### config.mk
export PLATFORM = sky130hd
export DESIGN_NAME = bcd_clock_with_time_entry_core_flat
export DESIGN_NICKNAME = d
export VERILOG_FILES = /design/src/hw/rtl/bcdc_pkg.sv /design/src/hw/rtl/bcdc_if.sv /design/src/hw/rtl/bcdc_apb_regs.sv /design/src/hw/rtl/bcdc_time_core.sv /design/src/hw/rtl/bcd_clock_with_time_entry_core.sv /design/src/flat_wrapper.sv
export SDC_FILE = /design/constraint.sdc
export NUM_CORES = 1
export LEC_CHECK = 0
export ABC_CLOCK_PERIOD_IN_PS = 4690
export CAP_MARGIN = 15
export CORE_MARGIN = 2
export CORE_UTILIZATION = 61
export DETAILED_ROUTE_END_ITERATION = 12
export DONT_BUFFER_PORTS = 1
export PLACE_DENSITY = 0.75
export SYNTH_ARGS = -nofsm -noshare
export SYNTH_HDL_FRONTEND = slang
export SYNTH_SLANG_ARGS = --single-unit
### constraint.sdc
create_clock -name clk_i -period 4.69 [get_ports clk_i]
set_input_delay 1.407 -clock clk_i [delete_from_list [all_inputs] [get_ports clk_i]]
set_output_delay 1.407 -clock clk_i [all_outputs]
set_load 0.1 [all_outputs]
### src/hw/rtl/bcdc_pkg.sv
// shared types, codes and bcd helper for the bcd time-of-day clock
// no dependencies
`default_nettype none

package bcdc_pkg;

  localparam int unsigned FuncW   = 3;
  localparam int unsigned DigitW  = 4;
  localparam int unsigned PeriodW = 10;
  localparam int unsigned EntryW  = 16;
  localparam int unsigned BcdW    = 8;
  localparam int unsigned PaddrW  = 3;

  localparam logic [PeriodW-1:0] PeriodReset = PeriodW'(1000);
  localparam logic [BcdW-1:0]    WrapSixty   = 8'h60;
  localparam logic [BcdW-1:0]    WrapDay     = 8'h24;
  localparam logic [DigitW-1:0]  DigitMax    = 4'd9;
  localparam logic [0:0]         RegPeriod   = 1'b0;

  typedef enum logic [FuncW-1:0] {
    FUNC_TICK      = 3'd0,
    FUNC_ZERO_SEC  = 3'd1,
    FUNC_INC_MIN   = 3'd2,
    FUNC_INC_HOUR  = 3'd3,
    FUNC_ENTER_SET = 3'd4,
    FUNC_DIGIT     = 3'd5,
    FUNC_COMMIT    = 3'd6,
    FUNC_CANCEL    = 3'd7
  } func_e;

  typedef struct packed {
    logic [5:0]        hours_bcd;
    logic [6:0]        minutes_bcd;
    logic [6:0]        seconds_bcd;
    logic              in_set_mode;
    logic [EntryW-1:0] entry_value;
    logic              store_strobe;
    logic              time_changed;
  } result_t;

  // bcd increment with decimal adjust and wrap to zero
  function automatic logic [BcdW-1:0] bcd_inc(input logic [BcdW-1:0] v,
                                               input logic [BcdW-1:0] wrap_at);
    logic [BcdW-1:0] s;
    s = v + 8'd1;
    if (s[3:0] >= 4'hA) begin
      s = s + 8'h06;
    end
    if (s >= wrap_at) begin
      s = '0;
    end
    return s;
  endfunction

endpackage

`default_nettype wire

### src/hw/rtl/bcdc_if.sv
// item channels of the bcd clock: input commands and result items
// depends on bcdc_pkg
`default_nettype none

interface bcdc_in_if;
  import bcdc_pkg::*;
  logic                valid;
  logic                ready;
  logic [FuncW-1:0]    func;
  logic [DigitW-1:0]   digit;
  modport source (output valid, func, digit, input ready);
  modport sink   (input valid, func, digit, output ready);
endinterface

interface bcdc_out_if;
  import bcdc_pkg::*;
  logic              valid;
  logic              ready;
  logic [5:0]        hours_bcd;
  logic [6:0]        minutes_bcd;
  logic [6:0]        seconds_bcd;
  logic              in_set_mode;
  logic [EntryW-1:0] entry_value;
  logic              store_strobe;
  logic              time_changed;
  modport source (output valid, hours_bcd, minutes_bcd, seconds_bcd, in_set_mode,
                  entry_value, store_strobe, time_changed, input ready);
  modport sink   (input valid, hours_bcd, minutes_bcd, seconds_bcd, in_set_mode,
                  entry_value, store_strobe, time_changed, output ready);
endinterface

`default_nettype wire

### src/hw/rtl/bcdc_apb_regs.sv
// apb register file holding the ticks-per-second period
// depends on bcdc_pkg
`default_nettype none

module bcdc_apb_regs
  import bcdc_pkg::*;
(
  input  wire logic               clk_i,
  input  wire logic               rst_ni,
  input  wire logic               psel,
  input  wire logic               penable,
  input  wire logic               pwrite,
  input  wire logic [PaddrW-1:0]  paddr,
  input  wire logic [31:0]        pwdata,
  output logic      [31:0]        prdata,
  output logic                    pready,
  output logic      [PeriodW-1:0] period_o
);

  logic [PeriodW-1:0] period_q, period_d;
  logic               wr_en;

  assign pready = 1'b1;
  assign wr_en  = psel && penable && pwrite && (paddr[2] == RegPeriod);

  always_comb begin
    period_d = period_q;
    if (wr_en) begin
      period_d = pwdata[PeriodW-1:0];
    end
  end

  always_ff @(posedge clk_i or negedge rst_ni) begin
    if (!rst_ni) begin
      period_q <= PeriodReset;
    end else begin
      period_q <= period_d;
    end
  end

  always_comb begin
    prdata = '0;
    if (paddr[2] == RegPeriod) begin
      prdata = {{(32-PeriodW){1'b0}}, period_q};
    end
  end

  assign period_o = period_q;

endmodule

`default_nettype wire

### src/hw/rtl/bcdc_time_core.sv
// time-of-day state and its single-pass update for one item
// depends on bcdc_pkg
`default_nettype none

module bcdc_time_core
  import bcdc_pkg::*;
(
  input  wire logic               clk_i,
  input  wire logic               rst_ni,
  input  wire logic               step_i,
  input  wire logic [FuncW-1:0]   func_i,
  input  wire logic [DigitW-1:0]  digit_i,
  input  wire logic [PeriodW-1:0] period_i,
  output result_t                 result_o
);

  logic [BcdW-1:0]    sec_q, sec_d, min_q, min_d, hour_q, hour_d;
  logic [PeriodW-1:0] sub_q, sub_d;
  logic               set_q, set_d;
  logic [EntryW-1:0]  entry_q, entry_d;
  logic               strobe, changed;
  logic [PeriodW:0]   sub_inc;
  logic [BcdW-1:0]    sec_inc, min_inc;

  assign sub_inc = {1'b0, sub_q} + {{PeriodW{1'b0}}, 1'b1};
  assign sec_inc = bcd_inc(sec_q, WrapSixty);
  assign min_inc = bcd_inc(min_q, WrapSixty);

  always_comb begin
    sec_d   = sec_q;
    min_d   = min_q;
    hour_d  = hour_q;
    sub_d   = sub_q;
    set_d   = set_q;
    entry_d = entry_q;
    strobe  = 1'b0;
    changed = 1'b0;
    unique case (func_e'(func_i))
      FUNC_TICK: begin
        // a lowered period wraps on the next tick
        if (sub_inc >= {1'b0, period_i}) begin
          sub_d   = '0;
          changed = 1'b1;
          sec_d   = sec_inc;
          if (sec_inc == '0) begin
            min_d = min_inc;
            if (min_inc == '0) begin
              hour_d = bcd_inc(hour_q, WrapDay);
            end
          end
        end else begin
          sub_d = sub_inc[PeriodW-1:0];
        end
      end
      FUNC_ZERO_SEC: begin
        sec_d   = '0;
        sub_d   = '0;
        changed = 1'b1;
      end
      FUNC_INC_MIN: begin
        min_d   = min_inc;
        changed = 1'b1;
      end
      FUNC_INC_HOUR: begin
        hour_d  = bcd_inc(hour_q, WrapDay);
        changed = 1'b1;
      end
      FUNC_ENTER_SET: begin
        if (!set_q) begin
          set_d   = 1'b1;
          entry_d = '0;
        end
      end
      FUNC_DIGIT: begin
        if (set_q && digit_i <= DigitMax) begin
          entry_d = {entry_q[EntryW-5:0], digit_i};
        end
      end
      FUNC_COMMIT: begin
        if (set_q) begin
          if (entry_q[15:8] < WrapDay && entry_q[7:0] < WrapSixty) begin
            min_d   = entry_q[7:0];
            hour_d  = entry_q[15:8];
            sec_d   = '0;
            sub_d   = '0;
            strobe  = 1'b1;
            changed = 1'b1;
          end
          set_d = 1'b0;
        end
      end
      FUNC_CANCEL: begin
        set_d = 1'b0;
      end
      default: begin
        set_d = set_q;
      end
    endcase
  end

  always_ff @(posedge clk_i or negedge rst_ni) begin
    if (!rst_ni) begin
      sec_q   <= '0;
      min_q   <= '0;
      hour_q  <= '0;
      sub_q   <= '0;
      set_q   <= 1'b0;
      entry_q <= '0;
    end else if (step_i) begin
      sec_q   <= sec_d;
      min_q   <= min_d;
      hour_q  <= hour_d;
      sub_q   <= sub_d;
      set_q   <= set_d;
      entry_q <= entry_d;
    end
  end

  always_comb begin
    result_o.hours_bcd    = hour_d[5:0];
    result_o.minutes_bcd  = min_d[6:0];
    result_o.seconds_bcd  = sec_d[6:0];
    result_o.in_set_mode  = set_d;
    result_o.entry_value  = entry_d;
    result_o.store_strobe = strobe;
    result_o.time_changed = changed;
  end

endmodule

`default_nettype wire

### src/hw/rtl/bcd_clock_with_time_entry_core.sv
// top level of the bcd time-of-day clock with keyed time entry
// an accepted item passes the input register, then the result register; the state update
// is one pass of logic in bcdc_time_core; throughput: one item per cycle unless out_m stalls
// reset: asynchronous active low, time, sub-second count, set mode and entry cleared,
// period set to 1000 ticks
// depends on bcdc_pkg, bcdc_if, bcdc_apb_regs, bcdc_time_core
`default_nettype none

module bcd_clock_with_time_entry_core
  import bcdc_pkg::*;
(
  input  wire logic              clk_i,
  input  wire logic              rst_ni,
  bcdc_in_if.sink                in_s,
  bcdc_out_if.source             out_m,
  input  wire logic              psel,
  input  wire logic              penable,
  input  wire logic              pwrite,
  input  wire logic [PaddrW-1:0] paddr,
  input  wire logic [31:0]       pwdata,
  output logic      [31:0]       prdata,
  output logic                   pready
);

  logic               stg_vld_q, stg_vld_d;
  logic [FuncW-1:0]   func_q, func_d;
  logic [DigitW-1:0]  digit_q, digit_d;
  logic               out_vld_q, out_vld_d;
  result_t            res_q, res_d;
  result_t            core_res;
  logic               adv, in_acc, step;
  logic [PeriodW-1:0] period;

  bcdc_apb_regs u_regs (
    .clk_i    (clk_i),
    .rst_ni   (rst_ni),
    .psel     (psel),
    .penable  (penable),
    .pwrite   (pwrite),
    .paddr    (paddr),
    .pwdata   (pwdata),
    .prdata   (prdata),
    .pready   (pready),
    .period_o (period)
  );

  // result register frees up when empty or being taken
  assign adv         = !out_vld_q || out_m.ready;
  assign in_s.ready  = !stg_vld_q || adv;
  assign in_acc      = in_s.valid && in_s.ready;
  assign step        = stg_vld_q && adv;

  bcdc_time_core u_core (
    .clk_i    (clk_i),
    .rst_ni   (rst_ni),
    .step_i   (step),
    .func_i   (func_q),
    .digit_i  (digit_q),
    .period_i (period),
    .result_o (core_res)
  );

  always_comb begin
    stg_vld_d = stg_vld_q;
    func_d    = func_q;
    digit_d   = digit_q;
    if (in_acc) begin
      stg_vld_d = 1'b1;
      func_d    = in_s.func;
      digit_d   = in_s.digit;
    end else if (adv) begin
      stg_vld_d = 1'b0;
    end
    out_vld_d = out_vld_q;
    res_d     = res_q;
    if (adv) begin
      out_vld_d = stg_vld_q;
      if (stg_vld_q) begin
        res_d = core_res;
      end
    end
  end

  always_ff @(posedge clk_i or negedge rst_ni) begin
    if (!rst_ni) begin
      stg_vld_q <= 1'b0;
      out_vld_q <= 1'b0;
    end else begin
      stg_vld_q <= stg_vld_d;
      out_vld_q <= out_vld_d;
    end
  end

  always_ff @(posedge clk_i) begin
    func_q  <= func_d;
    digit_q <= digit_d;
    res_q   <= res_d;
  end

  assign out_m.valid        = out_vld_q;
  assign out_m.hours_bcd    = res_q.hours_bcd;
  assign out_m.minutes_bcd  = res_q.minutes_bcd;
  assign out_m.seconds_bcd  = res_q.seconds_bcd;
  assign out_m.in_set_mode  = res_q.in_set_mode;
  assign out_m.entry_value  = res_q.entry_value;
  assign out_m.store_strobe = res_q.store_strobe;
  assign out_m.time_changed = res_q.time_changed;

endmodule

`default_nettype wire
### src/flat_wrapper.sv
// flat-port wrapper written by rule: the top's interface ports become plain ports
module bcd_clock_with_time_entry_core_flat import bcdc_pkg::*;
  (clk_i, rst_ni, psel, penable, pwrite, paddr, pwdata, prdata, pready, in_s_valid, in_s_func, in_s_digit, in_s_ready, out_m_valid, out_m_hours_bcd, out_m_minutes_bcd, out_m_seconds_bcd, out_m_in_set_mode, out_m_entry_value, out_m_store_strobe, out_m_time_changed, out_m_ready);
  bcdc_in_if in_s_i ();
  bcdc_out_if out_m_i ();
  input  wire logic clk_i;
  input  wire logic rst_ni;
  input  wire logic psel;
  input  wire logic penable;
  input  wire logic pwrite;
  input  wire logic [PaddrW-1:0] paddr;
  input  wire logic [31:0] pwdata;
  output logic      [31:0] prdata;
  output logic pready;
  input wire logic [$bits(in_s_i.valid)-1:0] in_s_valid;
  input wire logic [$bits(in_s_i.func)-1:0] in_s_func;
  input wire logic [$bits(in_s_i.digit)-1:0] in_s_digit;
  output wire logic [$bits(in_s_i.ready)-1:0] in_s_ready;
  output wire logic [$bits(out_m_i.valid)-1:0] out_m_valid;
  output wire logic [$bits(out_m_i.hours_bcd)-1:0] out_m_hours_bcd;
  output wire logic [$bits(out_m_i.minutes_bcd)-1:0] out_m_minutes_bcd;
  output wire logic [$bits(out_m_i.seconds_bcd)-1:0] out_m_seconds_bcd;
  output wire logic [$bits(out_m_i.in_set_mode)-1:0] out_m_in_set_mode;
  output wire logic [$bits(out_m_i.entry_value)-1:0] out_m_entry_value;
  output wire logic [$bits(out_m_i.store_strobe)-1:0] out_m_store_strobe;
  output wire logic [$bits(out_m_i.time_changed)-1:0] out_m_time_changed;
  input wire logic [$bits(out_m_i.ready)-1:0] out_m_ready;
  assign in_s_i.valid = in_s_valid;
  assign in_s_i.func = in_s_func;
  assign in_s_i.digit = in_s_digit;
  assign in_s_ready = in_s_i.ready;
  assign out_m_valid = out_m_i.valid;
  assign out_m_hours_bcd = out_m_i.hours_bcd;
  assign out_m_minutes_bcd = out_m_i.minutes_bcd;
  assign out_m_seconds_bcd = out_m_i.seconds_bcd;
  assign out_m_in_set_mode = out_m_i.in_set_mode;
  assign out_m_entry_value = out_m_i.entry_value;
  assign out_m_store_strobe = out_m_i.store_strobe;
  assign out_m_time_changed = out_m_i.time_changed;
  assign out_m_i.ready = out_m_ready;
  bcd_clock_with_time_entry_core u_core (.clk_i(clk_i), .rst_ni(rst_ni), .in_s(in_s_i), .out_m(out_m_i), .psel(psel), .penable(penable), .pwrite(pwrite), .paddr(paddr), .pwdata(pwdata), .prdata(prdata), .pready(pready));
endmodule
==> impl_metrics.tcl, run 1 <==
set metrics [dict create \
    synth_edf_count 46 \
    yosysSeqAreaShare_pct 41.5 \
    layout_commonest_cell "nand2_1" \
    async_reset_ff_share_pct 57.8 \
    rows 39 \
    dieArea_um2 12600 \
    syn_inst 746 \
    fin_skew_ns 0.0112 \
    die_h_um 112 \
    clk_pin_slew_ns 0.07 \
    tritoncts.num_buffers 9 \
    setup_tns_ns 0 \
    final_core_util_pct 65.1 \
    status "finished, final reports clean" \
    drc 0 \
    final_cell_mix "nand2_1 (117), dfrtp_1 (57), edfxtp_1 (46), nor2_1 (32), o21ai_0 (30)" \
    layout-drive-gt1-share_pct 12.7 \
    num_vias 5728 \
    ys_types 90 \
    dp_hpwl_mm 11.6 \
    ios 123 \
    diodes 0 \
    grt_max_degree 64 \
    place_ws_ns 0.720 \
    ys.flop_type "dfrtp_1" \
    hp-class "reg -> reg" \
    clock-sinks 109 \
    viasPerCell 6.49 \
    required_ns 4.91 \
    wl_per_cell_um 18.5 \
    fmax_ghz 0.248 \
    worst-slew-pin-transition_ns 1.04 \
    fin_crit_ns 4.03 \
    worstPathArrival_ns 4.25 \
    grt_pass1_wl_mm 26.4 \
    hold_buffers 0 \
    grt_use_total_pct 25.7 \
    dieWidth_um 112 \
    cts-resized-gates 0 \
    initial_core_util_pct 62.5 \
    syn-cell-area_um2 7140 \
    p_per_area_nw_per_um2 395 \
    slew_violations 0 \
    area_growth_pct 4.08 \
    htree_levels 3 \
    end_kind "flop" \
    avgSynthCellArea_um2 9.57 \
    clock_path_buffers 2 \
    worstSetupPathType "reg -> reg" \
    cp_max_fo 7 \
    synth_seq_cells 109 \
    drt_iter0_markers 539 \
    worst_slack_ns 0.655 \
    rsz0062_at_grt "no" \
    nNetsFinal 804 \
    grt_pass1_vias 5225 \
    wirelength_mm 16.4 \
    cts_tree "yes" \
    antenna_found_initial 0 \
    cts-root-buf "clkbuf_16" \
    setup_viol 0 \
    drt_first_pass_iters 5 \
    hold_violations 0 \
    power_leakage_nw 3.14 \
    ant_nets 0 \
    insertion_delay_ns 0.36 \
    yosys_warnings 0 \
    port_buffers 0 \
    period_share_pct 86.0 \
    max-cap-violations 0 \
    worstSetupStartpointType "flop" \
    core-area_um2 11400 \
    post_cts_buffers 0 \
    ir_worst_vdd_v 0.000309 \
    maxSlewHeadroom_pct 30.0 \
    grt_overflow_total 0 \
    globalplace.congestion 0.891 \
]
## state kept, by name, summed over array words and instances, names as in the netlist
| register | cells |
|---|---|
| u_core.u_core.entry_q | 16 |
| u_core.out_m.store_strobe | 1 |
| u_core.func_q | 3 |
| u_core.u_core.sec_q | 8 |
| u_core.u_core.set_q | 1 |
| u_core.out_m.in_set_mode | 1 |
| u_core.out_m.entry_value | 16 |
| u_core.digit_q | 4 |
| u_core.out_m.time_changed | 1 |
| u_core.out_m.valid | 1 |
| u_core.out_m.minutes_bcd | 7 |
| u_core.out_m.hours_bcd | 6 |
| u_core.u_regs.period_o | 10 |
| u_core.u_core.min_q | 8 |
| u_core.out_m.seconds_bcd | 7 |
| u_core.u_core.sub_q | 10 |
| u_core.u_core.hour_q | 8 |
| u_core.stg_vld_q | 1 |
## cells in the mapped netlist, drive strengths merged, types with 8 or more instances
cell type    n  area share, %
o21ai       37            2.6
xor2         9            1.1
inv         27            1.4
buf         40            4.3
and2        13            1.2
edfxtp      46             19
or2          8           0.70
a21oi       26            1.8
nor3        16            1.3
a22o        22            2.7
clkbuf      21            1.4
mux2        15            2.4
a32o        13            1.8
a22oi        9           0.95
nor2        42            2.3
xnor2       22            2.9
a21o        11            1.2
mux2i       10            1.4
nand3       18            1.3
o22ai       10            1.1
nand4        9           0.88
dfrtp       57             20
nand2      117            6.1
ha          20            3.5
nand2b       8           0.70
## area by class of cell
cell class | count | area [um^2]
clock buffer | 11 | 233
sequential | 109 | 2970
inverter | 27 | 101
timing repair buffer | 18 | 135
fill | 932 | 3990
clock inverter | 5 | 46.3
tap | 143 | 179
multi-input combinational | 570 | 3770
## per-layer routing
metal	global-route usage [%]	share of wire, %	up-vias
met3	3.56	3.8	18
met5	0	0	-
met2	42.1	49	160
met1	35.7	45	2872
met4	8.21	1.4	0
li1	-	-	2678
## final timing paths
kind / slack (ns) / end / start / cells past startpoint
max in group asynchronous: 3.76 / u_core.u_regs.period_o[7] / rst_ni / 0
setup reg to reg: 0.66 / u_core.out_m.seconds_bcd[4] / u_core.u_core.sub_q[0] / 14
min in group asynchronous: 0.74 / u_core.u_regs.period_o[2] / rst_ni / 0
setup / recovery: 0.66 / u_core.out_m.seconds_bcd[4] / u_core.u_core.sub_q[0] / 14
hold reg to reg: 0.50 / u_core.out_m.valid / u_core.stg_vld_q / 1
hold / removal: 0.50 / u_core.out_m.valid / u_core.stg_vld_q / 1
## worst max-delay path: stages, from the launching register on
cell and delay [ns]:
dfrtp_1 0.43, ha_1 0.26, nand3_1 0.14, inv_1 0.08
nand3_1 0.18, nor2_1 0.20, xor2_1 0.24, ha_1 0.31
a21o_1 0.19, a21oi_1 0.13, o21ai_0 0.13, a41oi_1 0.63
a21boi_0 0.26, nor2_1 0.46, a22o_1 0.26
## metrics by stage
stage	hold slack, ns	instance area (um^2)	power (W)	cells
after global routing	0.520	7430	0.00306	883
final	0.497	7430	0.00293	883
after detailed placement	0.472	7150	0.00221	867
after floorplan	0.457	7220	0.00207	767
after global placement	0.471	7150	0.00218	867
after CTS	0.495	7430	0.00294	883
## where the power goes
group	leakage (nW)	internal, W	total, W	switching, W
registers	1.29	0.00111	0.00148	0.000364
clock network	0.136	0.000370	0.000732	0.000362
logic	1.71	0.000234	0.000725	0.000491
total	3.14	0.00172	0.00293	0.00122
## logic make-up (layout without fill, tap and decap cells)
group	count (synthesis)	count (layout)	synth area share (%)
multiplexers	25	25	3.77
XOR/XNOR	31	31	4.01
adder cells (fa/ha/maj)	20	20	3.50
flip-flops	109	109	41.5
AO/OA/AOI/OAI	199	199	21.0
AND/OR/NAND/NOR	272	272	19.0
other	2	23	0.105
buffers and inverters	88	61	7.10
No activity file was read; power rests on OpenSTA's default activity.
==> inputs of run 2 (changes only) <==
- CTS_CLUSTER_SIZE: default -> 10
- SYNTH_HIERARCHICAL: default -> 1
==> impl_metrics.tcl, run 2 <==
set metrics [dict create \
    synthMostInstantiatedCell "dfrtp_1" \
    ant_nets 0 \
    yosysTopAreaCell "dfrtp_1" \
    p_switching_w 0.00147 \
    diodes 0 \
    tritoncts.num_buffers 9 \
    rsz0062_at_grt "no" \
    max-cap-violations 0 \
    clock_path_buffers 2 \
    cp_max_fo 12 \
    synth_top_area_share_pct 18.7 \
    insertion_delay_ns 0.36 \
    area_growth_pct 1.74 \
    fin_crit_ns 4.07 \
    initial_core_util_pct 63.1 \
    setup_viol 0 \
    finalPower_w 0.00334 \
    die_h_um 116 \
    grt_pass1_vias 5354 \
    rrSetupSlack_ns 0.62 \
    globalplace.congestion 0.903 \
    ir_worst_vdd_v 0.000308 \
    drc 0 \
    core-area_um2 12100 \
    min_from "u_core/u_core/sec_q[7]" \
    synth_seq_cells 109 \
    wl_per_cell_um 17.8 \
    layout-drive-gt1-share_pct 14.2 \
    clk_pin_slew_ns 0.08 \
    rows 40 \
    timing.rr.start "u_core/u_core/sec_q[0]" \
    num_vias 5844 \
    dp_hpwl_mm 11.5 \
    hold_buffers 0 \
    ys_types 89 \
    hp-class "reg -> reg" \
    end_kind "flop" \
    whs_endpoint "u_core/u_core/sec_q[7]" \
    holdPathStages 1 \
    maxSlewHeadroom_pct 34.7 \
    p_int_w 0.00188 \
    grt_overflow_total 0 \
    post_cts_buffers 0 \
    hold_violations 0 \
    setup_tns_ns 0 \
    r2r-end "u_core/out_m.hours_bcd[1]" \
    yosys_warnings 6 \
    cts-resized-gates 0 \
    wirelength_mm 16.3 \
    worstPathArrival_ns 4.14 \
    fmax_ghz 0.246 \
    multiInputGateArea_um2 4100 \
    avgSynthCellArea_um2 9.72 \
    period_share_pct 86.8 \
    final.fill_count 1037 \
    slew_violations 0 \
    worstSetupPathType "reg -> reg" \
    ys.flop_type "dfrtp_1" \
    drt_first_pass_iters 5 \
    ff2ff_path_depth 12 \
    ios 123 \
    ff_latch_area_um2 2970 \
    worst-slew-pin-transition_ns 0.979 \
    clockPowerShare_pct 22.0 \
    nNetsFinal 811 \
    status "finished, final reports clean" \
    antenna_found_initial 0 \
    dieWidth_um 116 \
    ys_top_cells_by_count "dfrtp_1 (57), nand2_1 (49), buf_4 (48)" \
    syn-cell-area_um2 7640 \
    async_reset_ff_share_pct 57.8 \
    synth_edf_count 46 \
    final_cell_mix "dfrtp_1 (57), nand2_1 (49), edfxtp_1 (46), o21ai_0 (42), a21oi_1 (40)" \
    grt_use_total_pct 25.3 \
    drt_iter0_markers 507 \
    seqPwrFrac_pct 47.9 \
    htree_levels 3 \
    syn_inst 786 \
    viasPerCell 6.39 \
    dieArea_um2 13400 \
    grt_max_degree 64 \
    clock-sinks 109 \
    synth_top_cells_by_area "dfrtp_1 (19%), edfxtp_1 (18%), buf_4 (4.7%)" \
    cts-root-buf "clkbuf_16" \
    comb_power_share_pct 30.2 \
    yosysSeqAreaShare_pct 38.8 \
    fin_skew_ns 0.0107 \
    p_per_area_nw_per_um2 430 \
    worstSetupStartpointType "flop" \
    p_sw_share_pct 43.8 \
    port_buffers 0 \
    cts_tree "yes" \
    power_leakage_nw 3.26 \
    required_ns 4.76 \
    grt_pass1_wl_mm 26.9 \
    layout_commonest_cell "dfrtp_1" \
]
run 2: cell count changes after synthesis, moves of 12 or more:
| cell | change |
|---|---|
| nand2_1 | -68 |
| buf_4 | +23 |
| a21oi_1 | +14 |
| nor2b_1 | +14 |
| nand2b_1 | +12 |
| o21ai_0 | +12 |
run 2: cell type report:
cell class              instances  area share [%]
clock buffers                  10            2.95
clock inverters                 6           0.709
inverters                      29            1.40
multi-input cells             579            52.7
flip-flops and latches        109            38.2
well taps                     168            2.71
repair buffers                 14            1.35
run 2: routing by layer:
layer / up-vias / track usage, % / share of wire, %
met2: 263 / 37.5 / 45
met4: 0 / 7.78 / 1.7
met1: 2815 / 37.6 / 45
met3: 21 / 4.92 / 8.1
li1: 2745 / - / -
met5: - / 0 / 0
run 2: worst max-delay path by stage:
stage,slack (ns),cells after the start,end,start
5_1_grt,0.26,12,u_core/out_m.hours_bcd[5],u_core/u_core/sec_q[0]
2_1_floorplan,0.34,2,prdata[0],paddr[2]
6_report,0.62,12,u_core/out_m.hours_bcd[1],u_core/u_core/sec_q[0]
3_5_place_dp,0.71,12,u_core/out_m.hours_bcd[1],u_core/u_core/sec_q[0]
3_3_place_gp,0.81,12,u_core/out_m.hours_bcd[1],u_core/u_core/sec_q[0]
4_1_cts,0.71,12,u_core/out_m.hours_bcd[1],u_core/u_core/sec_q[0]
run 2: kinds of logic (layout without fill, tap and decap cells):
group | count (synthesis) | after routing | share of synthesized area (%)
simple gates | 244 | 244 | 17.8
compound gates | 223 | 223 | 21.4
buf+inv | 119 | 59 | 8.93
flops | 109 | 109 | 38.8
mux | 42 | 42 | 6.50
xor+xnor | 27 | 27 | 3.19
fa+ha+maj | 20 | 20 | 3.28
other cells | 2 | 23 | 0.0983
run 2: worst max-delay path: stages, from the launching register on:
cell and delay, ns:
dfrtp_1 0.51, ha_1 0.36, nand2b_1 0.23, and2_1 0.26, ha_1 0.25, a211oi_1 0.18
o21ai_1 0.15, a2111oi_1 0.41, a211oi_1 0.14, nor4_4 0.61, and2_1 0.33, mux2i_1 0.20
o21ai_0 0.14
run 2: power by group through the flow:
stage,logic (W),clock network [W],registers (W)
3_3_place_gp,0.000961,0,0.00161
5_1_grt,0.00110,0.000791,0.00162
6_report,0.00101,0.000734,0.00160
3_5_place_dp,0.000990,0,0.00162
2_1_floorplan,0.000940,0,0.00152
4_1_cts,0.000998,0.000749,0.00160
run 2: metrics by stage:
step / setup WS [ns] / util [%] / instance area [um^2] / std cells / hold WS, ns
floorplan: 0.343 / - / 7720 / 807 / 0.463
global placement: 0.810 / 61.8 / 7490 / 899 / 0.488
detailed placement: 0.709 / 61.8 / 7490 / 899 / 0.489
CTS: 0.706 / 64.2 / 7770 / 915 / 0.511
global route: 0.263 / 64.2 / 7770 / 915 / 0.533
finish: 0.620 / 64.2 / 7770 / 915 / 0.513
==> inputs of run 3 (changes only) <==
==> constraint.sdc (replaced) <==
create_clock -name clk_i -period 4.69 [get_ports clk_i]
set_input_delay 0.469 -clock clk_i [delete_from_list [all_inputs] [get_ports clk_i]]
set_output_delay 0.469 -clock clk_i [all_outputs]
set_load 0.1 [all_outputs]
==> impl_metrics.tcl, run 3 (synthesized netlist as in run 2, its figures left out) <==
set metrics [dict create \
    die_h_um 116 \
    ff2ff_path_depth 12 \
    setup_viol 0 \
    fmax_ghz 0.244 \
    rsz0062_at_grt "no" \
    p_per_area_nw_per_um2 444 \
    dieWidth_um 116 \
    clk_pin_slew_ns 0.07 \
    core-area_um2 12100 \
    crit_path_cell_trace "ha_1, xnor2_1, ha_1, nand2_1, o311ai_0, a221oi_1, nor4b_1, and3_1, o2bb2ai_2, a21oi_2, nor2_1, a211oi_1" \
    status "finished, final reports clean" \
    final_cell_mix "dfrtp_1 (57), nand2_1 (49), edfxtp_1 (46), o21ai_0 (42), a21oi_1 (40)" \
    timing.rr.start "u_core/u_core/min_q[1]" \
    worstSetupPathType "reg -> reg" \
    r2r-end "u_core/out_m.hours_bcd[2]" \
    grt_pass1_vias 5415 \
    grt_pass1_wl_mm 26.8 \
    min_from "in_s_digit[0]" \
    drt_iter0_markers 426 \
    hp-class "in -> reg" \
    area_growth_pct 1.87 \
    slew_violations 0 \
    cts-resized-gates 0 \
    crit_path_top_delay_cell "ha_1" \
    cts-root-buf "clkbuf_16" \
    setup_tns_ns 0 \
    period_share_pct 87.5 \
    drc 0 \
    busiest_layer "met2" \
    antenna_found_initial 0 \
    final_core_util_pct 64.2 \
    max-cap-violations 0 \
    num_vias 5796 \
    ios 123 \
    clock-sinks 109 \
    hold_violations 0 \
    worstPathArrival_ns 4.25 \
    cp_slowest_stage_delay_ns 0.59 \
    end_kind "flop" \
    use_met3_pct 4.24 \
    whs_endpoint "u_core/digit_q[0]" \
    initial_core_util_pct 63.1 \
    dieArea_um2 13400 \
    grt_use_met1_pct 36.5 \
    cp_max_fo 17 \
    htree_levels 3 \
    fin_crit_ns 4.10 \
    final.fill_count 1031 \
    grt_overflow_total 0 \
    clock_path_buffers 2 \
    tritoncts.num_buffers 9 \
    drt_first_pass_iters 6 \
    wirelength_mm 16.5 \
    layout-drive-gt1-share_pct 13.3 \
    wl_per_cell_um 18.2 \
    diodes 0 \
    setup.worst_path.start "u_core/u_core/min_q[1]" \
    ant_nets 0 \
    viasPerCell 6.39 \
    grt_use_total_pct 25.2 \
    rrSetupSlack_ns 0.59 \
    required_ns 4.84 \
    layout_commonest_cell "dfrtp_1" \
    grt_max_degree 64 \
    holdPathStages 0 \
    globalplace.congestion 0.889 \
    fin_cells 907 \
    power_leakage_nw 3.24 \
    path_common_cell "ha_1" \
    grt_util_met2_pct 39.0 \
    fin_skew_ns 0.00571 \
    worst-slew-pin-transition_ns 1.07 \
    cts_tree "yes" \
    nNetsFinal 803 \
    rows 40 \
    insertion_delay_ns 0.36 \
    place_inst 889 \
    worstSetupStartpointType "flop" \
    port_buffers 0 \
    maxSlewHeadroom_pct 28.1 \
    dp_hpwl_mm 11.6 \
    ir_worst_vdd_v 0.000363 \
]
==> run 3: cell count changes in the layout (fill, tap and decap cells not counted) <==
cell	previous run	this run
buf_16	0	1
buf_4	14	4
bufinv_16	0	2
clkbuf_1	1	0
clkinv_4	3	1
clkinvlp_4	0	2
dlygate4sd3_1	0	1
inv_6	2	0
inv_8	1	2
==> run 3: power by group <==
part | switching, W | internal [W]
logic | 0.000657 | 0.000355
registers | 0.000464 | 0.00114
clock network | 0.000357 | 0.000476
total | 0.00148 | 0.00197
==> run 3: per-layer routing <==
layer	routed length (um)	vias up
li1	-	2742
met1	7560	2784
met2	7460	250
met3	1210	20
met4	255	0
met5	0	-
==> run 3: worst max-delay path by stage <==
| stage | slack (ns) | end | cells past startpoint |
|---|---|---|---|
| after global routing | 0.37 | u_core/out_m.hours_bcd[2] | 12 |
| after floorplan | 1.15 | u_core/out_m.hours_bcd[2] | 15 |
| after global placement | 0.84 | u_core/out_m.hours_bcd[1] | 12 |
| after detailed placement | 0.74 | u_core/out_m.hours_bcd[1] | 12 |
| final | 0.59 | u_core/out_m.hours_bcd[2] | 12 |
| after CTS | 0.73 | u_core/out_m.hours_bcd[2] | 12 |
==> run 3: what timing repair did <==
item                      in CTS  in global routing
hold buffers                   2                  0
setup buffers                  0                  0
hold endpoints to repair      63                  0
==> run 3: metrics by stage <==
stage	setup WS [ns]	power (W)	cell area, um^2	hold WS (ns)
2_1_floorplan	1.15	0.00246	7720	0.173
3_3_place_gp	0.841	0.00255	7410	0.175
3_5_place_dp	0.740	0.00259	7410	0.175
4_1_cts	0.731	0.00345	7780	0.198
5_1_grt	0.365	0.00361	7780	0.197
6_report	0.587	0.00345	7780	0.205
==> run 3: critical path, delay by kind of cell, from the launching register on <==
kind,cells,cell delay (ns)
AND/OR/NAND/NOR,4,0.58
adder cells (fa/ha/maj),2,0.91
XOR/XNOR,1,0.27
AO/OA/AOI/OAI,5,1.58
flip-flops,1,0.56
==> run 3: final cells by class <==
type,instances,area [um^2],share of cell area [%]
multi-input cells,579,4100,52.7
clock inverters,7,106,1.37
repair buffers,6,67.6,0.868
flip-flops and latches,109,2970,38.1
clock buffers,9,225,2.89
well taps,168,210,2.70
inverters,29,109,1.40
